**src/rtl/core/stu_pkg.sv**
```systemverilog
// Shared types, constants and a helper function for the stereo to surround upmixer.
`timescale 1ns / 1ps

package stu_pkg;

  // Default sample width and the number of pipeline stages from accept to strobe
  localparam int SAMPLE_BITS_DEF = 16;
  localparam int PIPE_LATENCY    = 5;

  // Gain formats: matrix gain Q0.15, output gain Q4.12
  localparam int MG_W      = 15;
  localparam int OG_W      = 16;
  localparam int MG_FRAC   = 15;
  localparam int OG_FRAC   = 12;
  localparam int PROD_FRAC = MG_FRAC + OG_FRAC;

  localparam int CFG_IDX_W  = 2;
  localparam int CFG_DATA_W = 16;
  localparam int MODE_W     = 3;
  localparam int NUM_OUT    = 6;

  // Register reset values
  localparam logic              MIX_EN_RST   = 1'b1;
  localparam logic [MODE_W-1:0] MODE_RST     = 3'd0;
  localparam logic [OG_W-1:0]   OUT_GAIN_RST = 16'd4096;
  localparam logic [MG_W-1:0]   MTX_GAIN_RST = 15'd20675;

  typedef enum logic [CFG_IDX_W-1:0] {
    IDX_MIXER_ENABLE = 2'd0,
    IDX_OUTPUT_MODE  = 2'd1,
    IDX_OUTPUT_GAIN  = 2'd2,
    IDX_MATRIX_GAIN  = 2'd3
  } cfg_idx_t;

  typedef enum logic [MODE_W-1:0] {
    MODE_2_2_0 = 3'd0,
    MODE_2_0_0 = 3'd1,
    MODE_2_2_1 = 3'd2,
    MODE_3_2_0 = 3'd3,
    MODE_3_2_1 = 3'd4
  } mode_t;

  // Channel order within a mask: L, R, C, Ls, Rs, LFE
  localparam int CH_FL  = 0;
  localparam int CH_FR  = 1;
  localparam int CH_C   = 2;
  localparam int CH_SL  = 3;
  localparam int CH_SR  = 4;
  localparam int CH_LFE = 5;

  localparam logic [NUM_OUT-1:0] MASK_2_2_0 = 6'h1B;
  localparam logic [NUM_OUT-1:0] MASK_2_0_0 = 6'h03;
  localparam logic [NUM_OUT-1:0] MASK_2_2_1 = 6'h3B;
  localparam logic [NUM_OUT-1:0] MASK_3_2_0 = 6'h1F;
  localparam logic [NUM_OUT-1:0] MASK_3_2_1 = 6'h3F;

  typedef struct packed {
    logic              mix_en;
    logic [MODE_W-1:0] mode;
    logic [OG_W-1:0]   out_gain;
    logic [MG_W-1:0]   mtx_gain;
  } cfg_t;

  // Control that travels alongside the data
  typedef struct packed {
    logic              valid;
    logic              mix_en;
    logic [MODE_W-1:0] mode;
  } ctrl_t;

  // Unused mode codes fall back to 2_2_0
  function automatic logic [NUM_OUT-1:0] mode_mask(input logic [MODE_W-1:0] code);
    logic [NUM_OUT-1:0] m;
    unique case (code)
      MODE_2_2_0: m = MASK_2_2_0;
      MODE_2_0_0: m = MASK_2_0_0;
      MODE_2_2_1: m = MASK_2_2_1;
      MODE_3_2_0: m = MASK_3_2_0;
      MODE_3_2_1: m = MASK_3_2_1;
      default:    m = MASK_2_2_0;
    endcase
    return m;
  endfunction

endpackage

```
**src/rtl/core/stereo_to_surround_upmixer_unit.sv**
```systemverilog
// Top level of the stereo to 5.1 surround upmixer.
`timescale 1ns / 1ps

// Pipeline: an accepted transaction passes through five register stages (sum,
//   magnitude, matrix gain multiply, output gain multiply, round/saturate/mask)
//   before its result is strobed on out_valid.
// Throughput: one frame per cycle; the pipeline never stalls, so busy stays low.
// Reset (rst_n low, synchronous): clears all valid bits and loads the register defaults
//   (mixer enabled, mode 2_2_0, output gain 1.0, matrix gain about -4 dB).
module stereo_to_surround_upmixer_unit
  import stu_pkg::*;
#(
  parameter int SAMPLE_BITS = SAMPLE_BITS_DEF
) (
  input  logic                          clk,
  input  logic                          rst_n,
  // Input frame
  input  logic                          start,
  output logic                          busy,
  input  logic signed [SAMPLE_BITS-1:0] in_left_in,
  input  logic signed [SAMPLE_BITS-1:0] in_right_in,
  // Result frame
  output logic                          out_valid,
  output logic signed [SAMPLE_BITS-1:0] out_front_left,
  output logic signed [SAMPLE_BITS-1:0] out_front_right,
  output logic signed [SAMPLE_BITS-1:0] out_center_out,
  output logic signed [SAMPLE_BITS-1:0] out_surround_left,
  output logic signed [SAMPLE_BITS-1:0] out_surround_right,
  output logic signed [SAMPLE_BITS-1:0] out_lfe_out,
  // Configuration writes
  input  logic                          cfg_we,
  input  logic [CFG_IDX_W-1:0]          cfg_index,
  input  logic [CFG_DATA_W-1:0]         cfg_wdata
);

  cfg_t                          cfg;
  ctrl_t                         pipe_ctrl;
  logic                          pipe_neg;
  logic [SAMPLE_BITS+31:0]       pipe_prod;
  logic signed [SAMPLE_BITS-1:0] pipe_left;
  logic signed [SAMPLE_BITS-1:0] pipe_right;
  logic                          in_accept;

  // Every stage advances each cycle and the receiver cannot hold results off, so a
  // frame can always enter.
  assign busy      = 1'b0;
  assign in_accept = start && !busy;

  // Register file: the pipeline reads gains live and captures mode at accept. The user
  // must change them only while no transaction is in flight; the block does not check.
  stu_cfg_regs u_cfg (
    .clk       (clk),
    .rst_n     (rst_n),
    .cfg_we    (cfg_we),
    .cfg_index (cfg_index),
    .cfg_wdata (cfg_wdata),
    .cfg       (cfg)
  );

  // Stages one to four: add left and right, take sign and magnitude, then apply the
  // matrix gain and the output gain, one multiply per stage.
  stu_mix_pipe #(
    .SAMPLE_BITS (SAMPLE_BITS)
  ) u_pipe (
    .clk      (clk),
    .rst_n    (rst_n),
    .in_valid (in_accept),
    .left_in  (in_left_in),
    .right_in (in_right_in),
    .cfg      (cfg),
    .ctrl     (pipe_ctrl),
    .neg      (pipe_neg),
    .prod     (pipe_prod),
    .left_q   (pipe_left),
    .right_q  (pipe_right)
  );

  // Stage five: round half away from zero, saturate, apply the mode mask or bypass,
  // and hold the frame in the output registers for its strobe cycle.
  stu_out_stage #(
    .SAMPLE_BITS (SAMPLE_BITS)
  ) u_out (
    .clk                (clk),
    .rst_n              (rst_n),
    .ctrl               (pipe_ctrl),
    .neg                (pipe_neg),
    .prod               (pipe_prod),
    .left_q             (pipe_left),
    .right_q            (pipe_right),
    .out_valid          (out_valid),
    .out_front_left     (out_front_left),
    .out_front_right    (out_front_right),
    .out_center_out     (out_center_out),
    .out_surround_left  (out_surround_left),
    .out_surround_right (out_surround_right),
    .out_lfe_out        (out_lfe_out)
  );

`ifndef SYNTHESIS
  a_accept_yields_result: assert property (@(posedge clk) disable iff (!rst_n)
    in_accept |-> ##PIPE_LATENCY out_valid)
    else $error("accepted transaction produced no result strobe");

  a_no_phantom_result: assert property (@(posedge clk) disable iff (!rst_n)
    !in_accept |-> ##PIPE_LATENCY !out_valid)
    else $error("result strobe without an accepted transaction");

  a_strobe_matches_pipe: assert property (@(posedge clk) disable iff (!rst_n)
    pipe_ctrl.valid |=> out_valid)
    else $error("final stage dropped a transaction");
`endif

endmodule

```
**src/rtl/core/stu_cfg_regs.sv**
```systemverilog
// Configuration register file of the upmixer.
`timescale 1ns / 1ps

module stu_cfg_regs
  import stu_pkg::*;
(
  input  logic                  clk,
  input  logic                  rst_n,
  input  logic                  cfg_we,
  input  logic [CFG_IDX_W-1:0]  cfg_index,
  input  logic [CFG_DATA_W-1:0] cfg_wdata,
  output cfg_t                  cfg
);

  cfg_t cfg_r, cfg_nxt;

  always_comb begin
    cfg_nxt = cfg_r;
    if (cfg_we) begin
      unique case (cfg_index)
        IDX_MIXER_ENABLE: cfg_nxt.mix_en   = cfg_wdata[0];
        IDX_OUTPUT_MODE:  cfg_nxt.mode     = cfg_wdata[MODE_W-1:0];
        IDX_OUTPUT_GAIN:  cfg_nxt.out_gain = cfg_wdata[OG_W-1:0];
        IDX_MATRIX_GAIN:  cfg_nxt.mtx_gain = cfg_wdata[MG_W-1:0];
        default:          cfg_nxt = cfg_r;
      endcase
    end
  end

  always_ff @(posedge clk) begin
    if (!rst_n) begin
      cfg_r.mix_en   <= MIX_EN_RST;
      cfg_r.mode     <= MODE_RST;
      cfg_r.out_gain <= OUT_GAIN_RST;
      cfg_r.mtx_gain <= MTX_GAIN_RST;
    end else begin
      cfg_r <= cfg_nxt;
    end
  end

  assign cfg = cfg_r;

endmodule

```
**src/rtl/core/stu_mix_pipe.sv**
```systemverilog
// Sum, magnitude and two gain multiply stages of the upmixer pipeline.
`timescale 1ns / 1ps

module stu_mix_pipe
  import stu_pkg::*;
#(
  parameter int SAMPLE_BITS = SAMPLE_BITS_DEF
) (
  input  logic                          clk,
  input  logic                          rst_n,
  input  logic                          in_valid,
  input  logic signed [SAMPLE_BITS-1:0] left_in,
  input  logic signed [SAMPLE_BITS-1:0] right_in,
  input  cfg_t                          cfg,
  output ctrl_t                         ctrl,
  output logic                          neg,
  output logic [SAMPLE_BITS+31:0]       prod,
  output logic signed [SAMPLE_BITS-1:0] left_q,
  output logic signed [SAMPLE_BITS-1:0] right_q
);

  localparam int SUM_W = SAMPLE_BITS + 1;
  localparam int P1_W  = SUM_W + MG_W;
  localparam int P2_W  = P1_W + OG_W;

  // Stage 1: snapshot control, add
  ctrl_t                   c1_r, c1_nxt;
  logic signed [SUM_W-1:0] sum1_r, sum1_nxt;
  logic signed [SAMPLE_BITS-1:0] l1_r, r1_r;
  // Stage 2: sign and magnitude
  ctrl_t                   c2_r;
  logic                    neg2_r;
  logic [SUM_W-1:0]        mag2_r, mag2_nxt;
  logic signed [SAMPLE_BITS-1:0] l2_r, r2_r;
  // Stage 3: times matrix gain
  ctrl_t                   c3_r;
  logic                    neg3_r;
  logic [P1_W-1:0]         p1_r, p1_nxt;
  logic signed [SAMPLE_BITS-1:0] l3_r, r3_r;
  // Stage 4: times output gain
  ctrl_t                   c4_r;
  logic                    neg4_r;
  logic [P2_W-1:0]         p2_r, p2_nxt;
  logic signed [SAMPLE_BITS-1:0] l4_r, r4_r;

  always_comb begin
    c1_nxt.valid  = in_valid;
    c1_nxt.mix_en = cfg.mix_en;
    c1_nxt.mode   = cfg.mode;
    sum1_nxt      = SUM_W'(left_in) + SUM_W'(right_in);
    mag2_nxt      = sum1_r[SUM_W-1] ? SUM_W'(-sum1_r) : SUM_W'(sum1_r);
    p1_nxt        = P1_W'(mag2_r) * P1_W'(cfg.mtx_gain);
    p2_nxt        = P2_W'(p1_r) * P2_W'(cfg.out_gain);
  end

  // Valid bits clear on reset; payload advances every cycle
  always_ff @(posedge clk) begin
    if (!rst_n) begin
      c1_r.valid <= 1'b0;
      c2_r.valid <= 1'b0;
      c3_r.valid <= 1'b0;
      c4_r.valid <= 1'b0;
    end else begin
      c1_r.valid <= c1_nxt.valid;
      c2_r.valid <= c1_r.valid;
      c3_r.valid <= c2_r.valid;
      c4_r.valid <= c3_r.valid;
    end

    c1_r.mix_en <= c1_nxt.mix_en;
    c1_r.mode   <= c1_nxt.mode;
    sum1_r      <= sum1_nxt;
    l1_r        <= left_in;
    r1_r        <= right_in;

    c2_r.mix_en <= c1_r.mix_en;
    c2_r.mode   <= c1_r.mode;
    neg2_r      <= sum1_r[SUM_W-1];
    mag2_r      <= mag2_nxt;
    l2_r        <= l1_r;
    r2_r        <= r1_r;

    c3_r.mix_en <= c2_r.mix_en;
    c3_r.mode   <= c2_r.mode;
    neg3_r      <= neg2_r;
    p1_r        <= p1_nxt;
    l3_r        <= l2_r;
    r3_r        <= r2_r;

    c4_r.mix_en <= c3_r.mix_en;
    c4_r.mode   <= c3_r.mode;
    neg4_r      <= neg3_r;
    p2_r        <= p2_nxt;
    l4_r        <= l3_r;
    r4_r        <= r3_r;
  end

  assign ctrl    = c4_r;
  assign neg     = neg4_r;
  assign prod    = p2_r;
  assign left_q  = l4_r;
  assign right_q = r4_r;

endmodule

```
**src/rtl/core/stu_out_stage.sv**
```systemverilog
// Rounding, saturation, channel masking and output registers of the upmixer.
`timescale 1ns / 1ps

module stu_out_stage
  import stu_pkg::*;
#(
  parameter int SAMPLE_BITS = SAMPLE_BITS_DEF
) (
  input  logic                          clk,
  input  logic                          rst_n,
  input  ctrl_t                         ctrl,
  input  logic                          neg,
  input  logic [SAMPLE_BITS+31:0]       prod,
  input  logic signed [SAMPLE_BITS-1:0] left_q,
  input  logic signed [SAMPLE_BITS-1:0] right_q,
  output logic                          out_valid,
  output logic signed [SAMPLE_BITS-1:0] out_front_left,
  output logic signed [SAMPLE_BITS-1:0] out_front_right,
  output logic signed [SAMPLE_BITS-1:0] out_center_out,
  output logic signed [SAMPLE_BITS-1:0] out_surround_left,
  output logic signed [SAMPLE_BITS-1:0] out_surround_right,
  output logic signed [SAMPLE_BITS-1:0] out_lfe_out
);

  localparam int P2_W = SAMPLE_BITS + 32;
  localparam int RND_W = P2_W + 1;
  localparam int Q_W  = RND_W - PROD_FRAC;
  localparam logic [RND_W-1:0] HALF = RND_W'(1) << (PROD_FRAC - 1);
  localparam logic [Q_W-1:0]   LIM  = Q_W'(1) << (SAMPLE_BITS - 1);
  localparam logic [SAMPLE_BITS-1:0] POS_MAX = {1'b0, {(SAMPLE_BITS-1){1'b1}}};
  localparam logic [SAMPLE_BITS-1:0] NEG_MIN = {1'b1, {(SAMPLE_BITS-1){1'b0}}};

  logic [RND_W-1:0]       rnd;
  logic [Q_W-1:0]         q;
  logic                   over;
  logic [SAMPLE_BITS-1:0] val;
  logic [NUM_OUT-1:0]     mask;
  logic [SAMPLE_BITS-1:0] ch_nxt [NUM_OUT];
  logic [SAMPLE_BITS-1:0] ch_r   [NUM_OUT];
  logic                   valid_r;
  logic                   mix_r;

  always_comb begin
    rnd  = RND_W'(prod) + HALF;
    q    = rnd[RND_W-1:PROD_FRAC];
    over = (q >= LIM);
    if (neg) begin
      val = over ? NEG_MIN : SAMPLE_BITS'(-q[SAMPLE_BITS-1:0]);
    end else begin
      val = over ? POS_MAX : q[SAMPLE_BITS-1:0];
    end
    mask = mode_mask(ctrl.mode);
    for (int k = 0; k < NUM_OUT; k++) begin
      ch_nxt[k] = mask[k] ? val : '0;
    end
    // Bypass: stereo through, the rest silent
    if (!ctrl.mix_en) begin
      for (int k = 0; k < NUM_OUT; k++) begin
        ch_nxt[k] = '0;
      end
      ch_nxt[CH_FL] = left_q;
      ch_nxt[CH_FR] = right_q;
    end
  end

  always_ff @(posedge clk) begin
    if (!rst_n) begin
      valid_r <= 1'b0;
    end else begin
      valid_r <= ctrl.valid;
    end
  end

  always_ff @(posedge clk) begin
    mix_r <= ctrl.mix_en;
    for (int k = 0; k < NUM_OUT; k++) begin
      ch_r[k] <= ch_nxt[k];
    end
  end

  assign out_valid          = valid_r;
  assign out_front_left     = ch_r[CH_FL];
  assign out_front_right    = ch_r[CH_FR];
  assign out_center_out     = ch_r[CH_C];
  assign out_surround_left  = ch_r[CH_SL];
  assign out_surround_right = ch_r[CH_SR];
  assign out_lfe_out        = ch_r[CH_LFE];

`ifndef SYNTHESIS
  a_bypass_silent: assert property (@(posedge clk) disable iff (!rst_n)
    valid_r && !mix_r |-> (ch_r[CH_C] == '0) && (ch_r[CH_SL] == '0) &&
                          (ch_r[CH_SR] == '0) && (ch_r[CH_LFE] == '0))
    else $error("bypass transaction has a non-zero extra channel");

  a_mix_fronts_equal: assert property (@(posedge clk) disable iff (!rst_n)
    valid_r && mix_r |-> ch_r[CH_FL] == ch_r[CH_FR])
    else $error("mixed transaction has unequal front channels");

  a_mix_centre: assert property (@(posedge clk) disable iff (!rst_n)
    valid_r && mix_r |-> (ch_r[CH_C] == '0) || (ch_r[CH_C] == ch_r[CH_FL]))
    else $error("mixed centre channel differs from the common value");
`endif

endmodule
```
**config.mk**
```make
export PLATFORM = sky130hd
export DESIGN_NAME = stereo_to_surround_upmixer_unit
export DESIGN_NICKNAME = d
export VERILOG_FILES = /design/src/rtl/core/stu_pkg.sv /design/src/rtl/core/stereo_to_surround_upmixer_unit.sv /design/src/rtl/core/stu_cfg_regs.sv /design/src/rtl/core/stu_mix_pipe.sv /design/src/rtl/core/stu_out_stage.sv
export SDC_FILE = /design/constraint.sdc
export NUM_CORES = 2
export LEC_CHECK = 0
export BUFFER_PORTS_ARGS = -buffer_cell sky130_fd_sc_hd__buf_2
export CAP_MARGIN = 20
export CORE_MARGIN = 1.5
export CORE_UTILIZATION = 40
export DETAILED_ROUTE_END_ITERATION = 8
export HOLD_SLACK_MARGIN = 0.1
export PLACE_DENSITY = 0.57
export SLEW_MARGIN = 40
export SYNTH_ARGS = -nofsm -noshare
export SYNTH_HDL_FRONTEND = slang
export SYNTH_SLANG_ARGS = --single-unit
```
**constraint.sdc**
```tcl
create_clock -name clk -period 7.4 [get_ports clk]
set_input_delay 1.11 -clock clk [delete_from_list [all_inputs] [get_ports clk]]
set_output_delay 1.11 -clock clk [all_outputs]
set_load 0.01 [all_outputs]
```
==> results_dict.tcl <==
set metrics [dict create \
    status "finished, final reports clean" \
    nets 4544 \
    fill_cells 8050 \
    mostFrequentLayoutCell "inv_1" \
    cts_tree "yes" \
    path_max_fanout 17 \
    cellPowerDensity_mw_per_mm2 505 \
    synth-edff-count 0 \
    period_needed_ns 6.85 \
    yosysSeqAreaShare_pct 21.1 \
    start_util_pct 40.4 \
    slew_violations 0 \
    drt_iter0_drc 1311 \
    cts.root.buffer_cell "clkbuf_16" \
    rsz0062_at_grt "false" \
    setup_tns_ns 0 \
    cp-startpoint "u_cfg.cfg[21]" \
    vias_per_cell 4.81 \
    synthArstFlopShare_pct 0 \
    dr.pass1.iters 5 \
    irDropWorstVdd_uv 725 \
    routed_wl_mm 82.3 \
    dieArea_mm2 0.0859 \
    layout-drive-gt1-share_pct 8.65 \
    antenna_found_initial 0 \
    grt_max_degree 58 \
    cts.clk_slew.worst_paths_ns 0.06 \
    post_cts_buffers 0 \
    hold_buffers 0 \
    die_w_um 293 \
    ant_nets 0 \
    synth-seq-cells 355 \
    worstHoldStart "u_pipe.c3_r[3]" \
    hp-class "reg -> reg" \
    coreArea_mm2 0.0834 \
    hpwlAfterDp_mm 66.4 \
    gp_congestion 0.851 \
    ctsHtreeMaxLevel 2 \
    worstSetupPathType "reg -> reg" \
    ys_warn_count 0 \
    finalPower_mw 18.7 \
    syn-num-nets 4452 \
    num_vias 22890 \
    final-setup-viol-count 0 \
    clkSinkCount 355 \
    avgSynthCellArea_um2 9.47 \
    pin_count 152 \
    ys.flop_type "dfxtp_1" \
    die_y_um 293 \
    arrival_ns 7.29 \
    worstMarginPinSlew_ns 0.852 \
    overflow 0 \
    grt.total_usage_pct 19.8 \
    cap_violations 0 \
    finalCritPeriodShare_pct 92.5 \
    drc 0 \
    clockBufferDepth 3 \
    end_kind "flop" \
    ctsResizeCount 0 \
    utilization_pct 44.3 \
    max_freq_mhz 146 \
    synth_cells 3555 \
    syn_area_mm2 0.0337 \
    required_ns 7.84 \
    r2r-start "u_cfg.cfg[21]" \
    finClkSkew_ns 0.0286 \
    diodes 0 \
    area_delta_synth_final_pct 9.86 \
    slew_headroom_pct 43.1 \
    mostFrequentLayoutCells "661 x inv_1, 611 x fa_1, 573 x nand2_1, 347 x dfxtp_1, 327 x and2_1" \
    insertion_delay_ns 0.57 \
    grt_pass1_vias 24346 \
    hold_violations 0 \
    cp-start-kind "flop" \
    min_path_cells 0 \
    num_rows 106 \
    ys_types 70 \
    post_drt_wl_per_cell_um 17.3 \
    power_leakage_nw 17.8 \
    io_buffers 150 \
    rr_worst_depth 23 \
    grt_pass1_wl_mm 134 \
    cts_buffers 40 \
]
[worst max-delay path, cell delays in order (launching register included)]
cell      delay (ns)
dfxtp_1         0.86
buf_4           0.29
and2_1          0.15
fa_1            0.42
inv_1           0.08
fa_1            0.45
fa_1            0.53
inv_1           0.06
fa_1            0.49
fa_1            0.49
inv_1           0.05
fa_1            0.47
inv_1           0.04
ha_1            0.28
a21o_1          0.16
a21oi_1         0.24
nand2b_1        0.13
nor2_1          0.13
a31o_2          0.33
o211ai_2        0.22
a21oi_1         0.35
o21ai_1         0.13
a31o_1          0.23
xnor2_1         0.11
[power by group]
group	total (mW)	internal (mW)	switching, mW
logic	13.4	5.83	7.61
registers	3.21	2.49	0.729
clock network	2.02	1.18	0.839
[path summary, 6_finish.rpt]
path	end	slack [ns]
worst max register to register	u_pipe.prod[47]	0.55
worst min register to register	u_pipe.ctrl[3]	0.32
worst max-delay path	u_pipe.prod[47]	0.55
worst min-delay path	u_pipe.ctrl[3]	0.32
[per-stage QoR]
stage	hold WS, ns	cells	setup slack, ns	area [um2]
global route	0.324	4756	0.262	37000
global placement	0.310	4685	0.590	35600
floorplan	0.310	3555	1.09	33700
CTS	0.317	4756	0.469	37000
detailed placement	0.312	4685	0.491	35600
finish	0.321	4756	0.551	37000
[flip-flops by register name, summed over array words and instances (netlist names), 16 cells and up]
signal          count
u_out.ch_r         80
u_pipe.mag2_r      17
u_pipe.p1_r        32
u_pipe.l2_r        16
u_pipe.prod        22
u_cfg.cfg          35
u_pipe.left_q      16
u_pipe.l1_r        16
u_pipe.r1_r        16
u_pipe.r3_r        16
u_pipe.r2_r        16
u_pipe.sum1_r      17
u_pipe.right_q     16
u_pipe.l3_r        16
[cell usage after synthesis, types with 13 or more instances]
cell type	n	area (um2)
fa_1	611	12200
a21boi_0	26	195
buf_4	19	143
nor3_1	26	130
and2_1	327	2050
dfxtp_1	355	7110
o21a_1	26	195
nand3_1	37	185
mux2i_1	13	130
clkbuf_1	149	559
nand2_1	573	2150
xor2_1	28	245
nor2_1	115	432
ha_1	232	2900
inv_1	661	2480
xnor2_1	65	569
a21oi_1	56	280
a21o_1	26	195
o21ai_0	41	205
[kinds of logic (layout without fill, tap and decap cells)]
kind of cell	Yosys count	in the layout	synth area share, %
compound gates	261	261	5.30
xor+xnor	93	93	2.42
fa+ha+maj	843	843	45.0
buf+inv	832	953	9.50
flops	355	355	21.1
mux	13	13	0.386
other cells	1	1	0.0111
simple gates	1157	1157	16.3
[final cells by class]
cell class | count | area, um2 | area share [%]
Clock inverter | 19 | 238 | 0.643
Clock buffer | 52 | 1110 | 2.99
Timing Repair Buffer | 221 | 1320 | 3.58
Multi-Input combinational cell | 2368 | 23400 | 63.2
Sequential cell | 355 | 7120 | 19.2
Tap cell | 1080 | 1350 | 3.65
Inverter | 661 | 2480 | 6.71
[routing by layer]
layer,vias up,global-route usage (%),part of all wire (%)
met3,83,2.81,5.1
met1,11513,27.3,46
li1,10835,-,-
met4,0,4.55,2.0
met5,-,0,0
met2,459,33.0,47
Note: power is estimated with default switching activity, not from simulation.
